==> config.mk <==
export PLATFORM = sky130hd
export DESIGN_NAME = key_state_tracker
export DESIGN_NICKNAME = d
export VERILOG_FILES = /design/src/rtl/kst_pkg.sv /design/src/rtl/kst_slot.sv /design/src/rtl/key_state_tracker.sv
export SDC_FILE = /design/constraint.sdc
export NUM_CORES = 1
export LEC_CHECK = 0
export BUFFER_PORTS_ARGS = -buffer_cell sky130_fd_sc_hd__buf_2
export CAP_MARGIN = 20
export CORE_MARGIN = 1
export CORE_UTILIZATION = 45
export DETAILED_ROUTE_END_ITERATION = 10
export HOLD_SLACK_MARGIN = 0.15
export PLACE_DENSITY = 0.69
export SLEW_MARGIN = 10
export SYNTH_ARGS = -nofsm -noshare
export SYNTH_HDL_FRONTEND = slang
export SYNTH_SLANG_ARGS = --single-unit
export TNS_END_PERCENT = 10
==> constraint.sdc <==
create_clock -name clk -period 9.1 [get_ports clk]
set_clock_uncertainty 0.15 [all_clocks]
set_input_delay 0 -clock clk [delete_from_list [all_inputs] [get_ports clk]]
set_output_delay 0 -clock clk [all_outputs]
set_load 0.03 [all_outputs]
==> src/rtl/kst_pkg.sv <==
package kst_pkg;

  localparam int KEY_W   = 25;
  localparam int CMD_W   = 3;
  localparam int PHASE_W = 3;

  typedef enum logic [CMD_W-1:0] {
    CMD_TICK    = 3'd0,
    CMD_PRESS   = 3'd1,
    CMD_RELEASE = 3'd2,
    CMD_QUERY   = 3'd3,
    CMD_CLEAR   = 3'd4
  } cmd_t;

  typedef enum logic [PHASE_W-1:0] {
    PH_INVALID      = 3'd0,
    PH_REGISTERED   = 3'd1,
    PH_TRIGGERED    = 3'd2,
    PH_PRESSED      = 3'd3,
    PH_UNREGISTERED = 3'd4,
    PH_RELEASED     = 3'd5
  } phase_t;

  // Command broadcast to one slot.
  typedef struct packed {
    cmd_t             cmd;
    logic [KEY_W-1:0] key;
    logic             alloc;  // this slot takes the pressed key
  } slot_ctl_t;

  // Status of one slot.
  typedef struct packed {
    logic   used;
    logic   hit;   // slot holds the key of the current transaction
    phase_t phase;
  } slot_stat_t;

endpackage

==> src/rtl/kst_slot.sv <==
module kst_slot (
  input  logic               clk,
  input  logic               rst_n,
  input  logic               upd_en,
  input  kst_pkg::slot_ctl_t ctl,
  output kst_pkg::slot_stat_t stat,
  output kst_pkg::slot_stat_t stat_nxt
);
  import kst_pkg::*;

  logic             used_r, used_nxt;
  logic [KEY_W-1:0] key_r, key_nxt;
  phase_t           phase_r, phase_nxt;
  logic             hit;

  assign hit = used_r && (key_r == ctl.key);

  always_comb begin
    used_nxt  = used_r;
    key_nxt   = key_r;
    phase_nxt = phase_r;
    case (ctl.cmd)
      CMD_TICK: begin
        if (used_r) begin
          case (phase_r)
            PH_RELEASED: begin
              used_nxt  = 1'b0;
              phase_nxt = PH_INVALID;
            end
            PH_REGISTERED:   phase_nxt = PH_TRIGGERED;
            PH_TRIGGERED:    phase_nxt = PH_PRESSED;
            PH_UNREGISTERED: phase_nxt = PH_RELEASED;
            default:         phase_nxt = phase_r;
          endcase
        end
      end
      CMD_PRESS: begin
        if (ctl.alloc) begin
          used_nxt  = 1'b1;
          key_nxt   = ctl.key;
          phase_nxt = PH_REGISTERED;
        end
      end
      CMD_RELEASE: begin
        if (hit) begin
          phase_nxt = PH_UNREGISTERED;
        end
      end
      CMD_CLEAR: begin
        used_nxt  = 1'b0;
        phase_nxt = PH_INVALID;
      end
      default: begin
        used_nxt = used_r;
      end
    endcase
  end

  assign stat.used      = used_r;
  assign stat.hit       = hit;
  assign stat.phase     = phase_r;
  assign stat_nxt.used  = used_nxt;
  assign stat_nxt.hit   = hit || ctl.alloc;
  assign stat_nxt.phase = phase_nxt;

  always_ff @(posedge clk) begin
    if (!rst_n) begin
      used_r <= 1'b0;
    end else if (upd_en) begin
      used_r <= used_nxt;
    end
  end

  // Key and phase are only looked at while the slot is in use.
  always_ff @(posedge clk) begin
    if (upd_en) begin
      key_r   <= key_nxt;
      phase_r <= phase_nxt;
    end
  end

endmodule

==> src/rtl/key_state_tracker.sv <==
// key_state_tracker keeps a table of TABLE_SLOTS held keys, each with a phase
// (registered, triggered, pressed, unregistered, released). Each input
// transaction carries a command in in_tuser (tick, press, release, query,
// clear) and a key code in in_tdata; each one produces exactly one output
// transaction with the phase of that key after the command (0 when absent)
// and a flag that is set when a press of a new key was dropped because every
// slot was in use. A new key takes the lowest free slot. The block accepts one
// transaction per clock cycle as long as results are taken. While a result
// waits on out_tready, the input register still takes one more transaction,
// and then in_tready drops until the result leaves. A command is captured in
// the input register on the edge that accepts it; once the output register is
// empty or being emptied, the whole table is compared, updated and read back
// into the output register, where the result is presented. Reset empties the
// table at once.
module key_state_tracker #(
  parameter int TABLE_SLOTS = 16
) (
  input  logic        clk,
  input  logic        rst_n,
  // Input channel.
  input  logic        in_tvalid,
  output logic        in_tready,
  input  logic [31:0] in_tdata,   // [24:0] key_code, [31:25] zero
  input  logic [2:0]  in_tuser,   // [2:0] command
  // Result channel.
  output logic        out_tvalid,
  input  logic        out_tready,
  output logic [7:0]  out_tdata   // [2:0] key_state, [3] table_full, [7:4] zero
);
  import kst_pkg::*;

  // Input register stage.
  logic             s1_valid_r;
  cmd_t             s1_cmd_r;
  logic [KEY_W-1:0] s1_key_r;

  // Output register stage.
  logic               out_valid_r, out_valid_nxt;
  logic [PHASE_W-1:0] out_state_r, out_state_nxt;
  logic               out_full_r, out_full_nxt;

  logic advance;
  logic in_take;

  // A transaction in the input register moves on (and updates the table) when
  // the output register is empty or is being emptied in this cycle.
  assign advance   = s1_valid_r && (!out_valid_r || out_tready);
  assign in_tready = !s1_valid_r || advance;
  assign in_take   = in_tvalid && in_tready;

  always_ff @(posedge clk) begin
    if (!rst_n) begin
      s1_valid_r <= 1'b0;
    end else if (in_tready) begin
      s1_valid_r <= in_tvalid;
    end
  end

  always_ff @(posedge clk) begin
    if (in_take) begin
      s1_cmd_r <= cmd_t'(in_tuser);
      s1_key_r <= in_tdata[KEY_W-1:0];
    end
  end

  // Slot array.
  slot_ctl_t  slot_ctl  [TABLE_SLOTS];
  slot_stat_t slot_stat [TABLE_SLOTS];
  slot_stat_t slot_next [TABLE_SLOTS];

  logic [TABLE_SLOTS-1:0] free_vec;
  logic [TABLE_SLOTS-1:0] free_first;
  logic [TABLE_SLOTS-1:0] hit_vec;
  logic [TABLE_SLOTS-1:0] used_vec;
  logic                   hit_any;
  logic                   new_press;

  always_comb begin
    for (int i = 0; i < TABLE_SLOTS; i++) begin
      free_vec[i] = !slot_stat[i].used;
      hit_vec[i]  = slot_stat[i].hit;
      used_vec[i] = slot_stat[i].used;
    end
  end

  assign hit_any    = |hit_vec;
  // Lowest free slot as a one-hot vector.
  assign free_first = free_vec & (~free_vec + {{(TABLE_SLOTS-1){1'b0}}, 1'b1});
  assign new_press  = (s1_cmd_r == CMD_PRESS) && !hit_any;

  for (genvar g = 0; g < TABLE_SLOTS; g++) begin : g_slot
    assign slot_ctl[g].cmd   = s1_cmd_r;
    assign slot_ctl[g].key   = s1_key_r;
    assign slot_ctl[g].alloc = new_press && free_first[g];

    kst_slot u_slot (
      .clk      (clk),
      .rst_n    (rst_n),
      .upd_en   (advance),
      .ctl      (slot_ctl[g]),
      .stat     (slot_stat[g]),
      .stat_nxt (slot_next[g])
    );
  end

  // The reported phase is read from the updated slot contents, so a tick that
  // frees a released key or a clear reports the key as absent.
  always_comb begin
    out_state_nxt = PHASE_W'(PH_INVALID);
    for (int i = 0; i < TABLE_SLOTS; i++) begin
      if (slot_next[i].used && slot_next[i].hit) begin
        out_state_nxt = out_state_nxt | slot_next[i].phase;
      end
    end
    out_full_nxt = new_press && !(|free_vec);
  end

  always_comb begin
    if (advance) begin
      out_valid_nxt = 1'b1;
    end else if (out_tready) begin
      out_valid_nxt = 1'b0;
    end else begin
      out_valid_nxt = out_valid_r;
    end
  end

  always_ff @(posedge clk) begin
    if (!rst_n) begin
      out_valid_r <= 1'b0;
    end else begin
      out_valid_r <= out_valid_nxt;
    end
  end

  always_ff @(posedge clk) begin
    if (advance) begin
      out_state_r <= out_state_nxt;
      out_full_r  <= out_full_nxt;
    end
  end

  assign out_tvalid = out_valid_r;
  assign out_tdata  = {4'b0000, out_full_r, out_state_r};

`ifndef ASSERT_OFF
  // A dropped press always reports the key as absent.
  a_full_invalid : assert property (@(posedge clk) disable iff (!rst_n)
    out_valid_r && out_full_r |-> out_state_r == PHASE_W'(PH_INVALID))
    else $error("dropped press reported a valid phase");

  // A clear leaves every slot free.
  a_clear_empty : assert property (@(posedge clk) disable iff (!rst_n)
    advance && s1_cmd_r == CMD_CLEAR |=> used_vec == '0)
    else $error("slots still in use after clear");

  // A press that was not dropped leaves the key in the table.
  a_press_stored : assert property (@(posedge clk) disable iff (!rst_n)
    advance && s1_cmd_r == CMD_PRESS && !out_full_nxt
      |=> out_state_r != PHASE_W'(PH_INVALID))
    else $error("pressed key missing from table");
`endif

endmodule
==> results.json, run 1 <==
{
  "outcome": "finished, final reports clean",
  "initial_core_util": 0.4578,
  "final_cell_area_mm2": 0.02637,
  "ys_top_cells_by_area": "edfxtp_1 (63%), xnor2_1 (8.1%), xor2_1 (7.2%)",
  "ir_drop_uv": 136.6,
  "rsz0062_at_grt": "false",
  "antenna_found_initial": 0,
  "die_area_mm2": 0.05216,
  "clk_pin_slew_worst_paths_ps": 60,
  "ys_seq_area_frac": 0.6406,
  "ctsHoldBuffers": 64,
  "routedWlPerCell_um": 22.80,
  "synthesis.area_mm2": 0.02306,
  "async_reset_ff_frac": 0,
  "multiInputGateArea_mm2": 0.007717,
  "place.gp.congestion": 0.9450,
  "ys.flop_type": "edfxtp_1",
  "drc_errors": 0,
  "synthMuxAreaShare": 0.001411,
  "syn2layout_area_growth_pct": 14.34,
  "required_ps": 9250,
  "synthAdderAreaFrac": 0.0004340,
  "hold_class": "in2reg",
  "synth_edf_count": 480,
  "overflow": 0,
  "htree_levels": 2,
  "std_cell_rows": 82,
  "cts-resized-gates": 0,
  "cap_violations": 0,
  "synth-compound-area-share": 0.06727,
  "io-pin-count": 49,
  "drt_wl_total_um": 58520,
  "gr-usage-all-layers": 0.2247,
  "grt_pass1_wl_um": 88810,
  "ant_nets": 0,
  "ys_types": 81,
  "post_cts_buffers": 0,
  "yosysMostFrequentCell": "edfxtp_1",
  "nets": 1893,
  "cts_root_buf": "clkbuf_16",
  "hp-start": "rst_n",
  "hold_violations": 0,
  "synth-xor-area-share": 0.1527,
  "synth_simple_gate_area_share": 0.1088,
  "nFillCells": 4129,
  "clock_latency_ps": 620,
  "timing.rr.start": "s1_key_r[19]$_DFFE_PP_",
  "syn_inst": 1737,
  "power_density_mw_per_mm2": 188.2,
  "synth_seq_cells": 498,
  "core_area_mm2": 0.05038,
  "grt_pass1_vias": 14630,
  "yosys.area.top_type": "edfxtp_1",
  "critPathLaunchType": "flop",
  "slew_headroom": 0.2569,
  "critPathKind": "reg2reg",
  "cts_tree": "yes",
  "hpwl_um": 33620,
  "critPathArrivalTime_ps": 5730,
  "synth_top_family_by_area": "XOR/XNOR gates",
  "yosys_warnings": 0,
  "slew_violations": 0,
  "avgSynthCellArea_um2": 13.28,
  "regArea_mm2": 0.01477,
  "cts_buffer_depth": 3,
  "min_period_ps": 5581,
  "cts.sinks": 498,
  "cellLeakagePower_nw": 8.465,
  "fin_tns_setup_ps": 0,
  "portBuffers": 37,
  "synth_common_cells": "edfxtp_1 (480), xnor2_1 (212), xor2_1 (190), nand2_1 (108), nor2_1 (95)",
  "die_y_um": 228.4,
  "crit_fanout": 26,
  "post-route-period-util": 0.6133,
  "max_slew.worst_pin.slew_ps": 1115,
  "cp-end-kind": "flop",
  "cts_buffers": 50,
  "vias_per_cell": 5.725,
  "placed_cell_area_mm2": 0.02401,
  "drt_iter0_drc": 1263,
  "num_vias": 14700,
  "layout-drive-gt1-share": 0.1161,
  "grt_max_degree": 63,
  "max_freq_mhz": 179.2,
  "netlist.area_leader.share": 0.6250,
  "crit_path_start": "s1_key_r[19]$_DFFE_PP_",
  "setup_viol": 0,
  "antennaDiodeCount": 0,
  "die_w_um": 228.4,
  "firstDrtPassIters": 5
}
==> worst paths after layout <==
path / endpoint / slack, ps / cells after the start
min: g_slot[10].u_slot.used_r$_SDFFE_PN0P_ / 300 / 4
max reg2reg: g_slot[2].u_slot.key_r[21]$_DFFE_PP_ / 3520 / 13
max: g_slot[2].u_slot.key_r[21]$_DFFE_PP_ / 3520 / 13
min reg2reg: g_slot[2].u_slot.phase_r[0]$_DFFE_PP_ / 510 / 2
==> cell families (layout without fill, tap and decap cells) <==
| family | after synthesis | count (layout) |
|---|---|---|
| AOI/OAI and AO/OA | 244 | 244 |
| xor gates and xnor gates | 402 | 402 |
| adders and majority gates | 1 | 1 |
| buffers and inverters | 118 | 273 |
| DFF | 498 | 498 |
| muxes | 3 | 3 |
| other | 1 | 4 |
| and+or+nand+nor | 470 | 470 |
==> sequential cells by signal, summed over array words and instances (netlist names) <==
name                   cells
g_slot.u_slot.phase_r     48
s1_key_r                  25
out_state_r                3
out_full_r                 1
s1_cmd_r                   3
s1_valid_r                 1
g_slot.u_slot.used_r      16
out_tvalid                 1
g_slot.u_slot.key_r      400
==> final cells by class <==
cell class | instances | area share
repair buffers | 160 | 0.04940
inverters | 20 | 0.002847
clock buffers | 56 | 0.04830
well taps | 672 | 0.03189
multi-input cells | 1124 | 0.2927
flip-flops and latches | 498 | 0.5603
clock inverters | 37 | 0.01461
==> layout by cell type, fill, tap and decap left out, types with 5 or more instances in the layout <==
master / instances
nor2_1: 88
nand3b_1: 7
a31oi_1: 19
nor3b_1: 6
clkbuf_1: 6
and2_1: 7
nor2_2: 7
nand4_1: 68
xnor2_1: 212
nand2b_1: 7
and3_1: 5
dfxtp_1: 18
o32ai_1: 5
o22ai_1: 8
buf_4: 54
a211oi_1: 6
inv_1: 18
o31ai_1: 5
nor4_2: 5
clkinv_2: 15
buf_2: 37
nor3_1: 23
or2_2: 5
clkbuf_16: 50
nor4_1: 62
o21ai_0: 64
dlygate4sd3_1: 64
nand2_1: 108
o221a_2: 6
nor3_2: 7
xor2_1: 190
clkinv_1: 13
bufinv_16: 6
a21oi_1: 76
a22oi_1: 7
nor2b_1: 16
nand3_1: 24
edfxtp_1: 480
==> report_power, final <==
group          internal [W]  total, W  switching, W  leakage, nW
logic              0.000115  0.000330      0.000215         3.14
registers           0.00254   0.00256     0.0000211         4.51
clock network       0.00119   0.00207      0.000887        0.819
==> worst max-delay path: stages (launching register included) <==
cell and delay, ps:
edfxtp_1 1080, buf_4 390, xor2_1 170, nor4_1 80, nand3_1 100, nor4_1 130, or4_4 510, nor4_4 250
buf_4 400, nand2_1 500, nor2_1 540, nand3_1 260, nor2_2 420, buf_8 240
==> per-layer routing <==
metal	up-vias	global-route usage	share of wire
met5	-	0	0
met4	0	0.09123	0.035
met1	7270	0.3082	0.43
met2	625	0.3599	0.46
li1	6659	-	-
met3	142	0.03231	0.074
==> per-stage QoR <==
step	util	hold WS, ps	cells	setup WS, ps	total power [W]
2_1_floorplan	-	-51.13	1740	3269	0.002817
3_3_place_gp	0.4764	26.88	2405	3328	0.002907
3_5_place_dp	0.4767	28.12	2406	3187	0.002914
4_1_cts	0.5223	217.3	2563	3138	0.004987
5_1_grt	0.5234	296.9	2567	3320	0.005099
6_report	0.5234	300.2	2567	3519	0.004962
Power figures use the tool's default switching activity.
==> inputs of run 2 (changes only) <==
==> constraint.sdc (replaced) <==
create_clock -name clk -period 5.5 [get_ports clk]
set_clock_uncertainty 0.15 [all_clocks]
set_input_delay 0 -clock clk [delete_from_list [all_inputs] [get_ports clk]]
set_output_delay 0 -clock clk [all_outputs]
set_load 0.03 [all_outputs]
==> results.json, run 2 (synthesized netlist as in run 1, its figures left out) <==
{
  "outcome": "finished, final reports clean",
  "p_total_w": 0.008088,
  "cpPeakStageDelay_ps": 870,
  "largest_registers": "g_slot.u_slot.key_r (400), g_slot.u_slot.phase_r (48), s1_key_r (25)",
  "crit_fanout": 15,
  "layout_setup_ws_ps": 523.1,
  "die_w_um": 228.4,
  "required_ps": 5670,
  "io-pin-count": 49,
  "critPathLaunchType": "flop",
  "grt_max_degree": 63,
  "setup_viol": 0,
  "drt_wl_total_um": 62070,
  "critPathArrivalTime_ps": 5150,
  "cellLeakagePower_nw": 8.653,
  "ir_drop_uv": 337.4,
  "cp-end-kind": "flop",
  "critical_path_buf_inv_count": 2,
  "cap_violations": 0,
  "critPathTopFamily": "simple AND/OR/NAND/NOR gates",
  "critPathKind": "reg2reg",
  "std_cell_rows": 82,
  "drc_errors": 0,
  "grt_pass1_wl_um": 93990,
  "slew_violations": 0,
  "overflow": 0,
  "largest_reg_flops": 400,
  "clk_pin_slew_worst_paths_ps": 60,
  "cts_tree": "yes",
  "hold_depth": 3,
  "slew_headroom": 0.1997,
  "cts.sinks": 498,
  "hp-start": "rst_n",
  "regMostFlops": "g_slot.u_slot.key_r",
  "power_density_mw_per_mm2": 302.9,
  "final_cell_mix": "edfxtp_1 (480), xnor2_1 (212), xor2_1 (190), nand2_1 (108), buf_4 (105)",
  "cts_buffers": 49,
  "r2r.worst_path.cells": 12,
  "hold_violations": 0,
  "timing.rr.start": "s1_key_r[9]$_DFFE_PP_",
  "drt_iter0_drc": 1427,
  "max_slew.worst_pin.slew_ps": 1189,
  "post-route-period-util": 0.9049,
  "placed_cell_area_mm2": 0.02453,
  "portBuffers": 37,
  "vias_per_cell": 5.811,
  "firstDrtPassIters": 6,
  "num_vias": 15220,
  "place.gp.congestion": 0.9780,
  "min_period_ps": 4977,
  "routedWlPerCell_um": 23.70,
  "layout_commonest_cell": "edfxtp_1",
  "cts_root_buf": "clkbuf_16",
  "antennaDiodeCount": 0,
  "r2r-end": "out_state_r[2]$_DFFE_PP_",
  "htree_levels": 2,
  "layout-drive-gt1-share": 0.1341,
  "syn2layout_area_growth_pct": 15.78,
  "ant_nets": 0,
  "initial_core_util": 0.4578,
  "path_cells": "buf_4 > xor2_1 > nor4_1 > nand4_1 > nand4_1 > nor4_4 > buf_4 > nand3_1 > a221oi_1 > o41ai_1 > a2111oi_1 > o2111ai_1",
  "die_area_mm2": 0.05216,
  "hold_class": "in2reg",
  "clock_latency_ps": 620,
  "gr-usage-all-layers": 0.2385,
  "cts_buffer_depth": 3,
  "antenna_found_initial": 0,
  "dp_slack_ps": 489.4,
  "rrSetupSlack_ps": 520,
  "grt_pass1_vias": 15040,
  "die_y_um": 228.4,
  "nets": 1946,
  "whs_ps": 308.2,
  "hpwl_um": 39950,
  "core_area_mm2": 0.05038,
  "max_freq_mhz": 200.9,
  "crit_slowest_cell": "edfxtp_1",
  "rsz0062_at_grt": "false",
  "final_cell_area_mm2": 0.02670,
  "whs_endpoint": "g_slot[12].u_slot.used_r$_SDFFE_PN0P_"
}
[run 2: worst max-delay path by stage]
stage                                 startpoint                                    to  slack (ps)  depth (start not counted)
after floorplan           s1_key_r[15]$_DFFE_PP_  g_slot[14].u_slot.key_r[0]$_DFFE_PP_        -330                         12
after global placement     s1_key_r[9]$_DFFE_PP_              out_state_r[2]$_DFFE_PP_         610                         12
after detailed placement   s1_key_r[9]$_DFFE_PP_              out_state_r[2]$_DFFE_PP_         490                         12
after CTS                  s1_key_r[9]$_DFFE_PP_              out_state_r[2]$_DFFE_PP_         480                         12
after global routing      s1_key_r[19]$_DFFE_PP_              out_state_r[2]$_DFFE_PP_         320                         12
final                      s1_key_r[9]$_DFFE_PP_              out_state_r[2]$_DFFE_PP_         520                         12
[run 2: layer usage]
layer,GRT usage,up-vias,part of all wire
met1,0.3306,7659,0.43
met2,0.3806,659,0.47
met3,0.03580,135,0.073
met4,0.08872,0,0.032
li1,-,6767,-
met5,0,-,0
[run 2: worst min-delay path: cells and delay by family]
family          cells  cell delay [ps]
buf+inv             2              840
compound gates      1              190
[run 2: area by class of cell]
type	count	area (µm²)
fillers	4130	23670
clock inverters	27	244.0
well taps	672	840.8
clock buffers	64	1282
flip-flops and latches	498	14770
repair buffers	214	1774
multi-input cells	1124	7711
inverters	20	75.07
[run 2: repair_timing]
| item | in CTS | in global routing |
|---|---|---|
| endpoints found under the hold margin | 74 | 0 |
| setup endpoints to repair | 0 | 0 |
| setup buffers | 0 | 0 |
| hold buffers | 64 | 0 |
| gates resized for setup | 0 | 0 |
[run 2: metrics by stage]
step                std cells  setup TNS [ps]  utilization
floorplan                1740          -19660            -
global placement         2464               0       0.4870
detailed placement       2464               0       0.4870
CTS                      2619               0       0.5301
global route             2619               0       0.5301
finish                   2619               0       0.5301
[run 2: where the power goes]
group / leakage (nW) / switching [W] / internal [W]
Clock: 0.728 / 0.00147 / 0.00180
Sequential: 4.51 / 0.0000696 / 0.00420
Combinational: 3.42 / 0.000335 / 0.000219
Total: 8.65 / 0.00187 / 0.00622
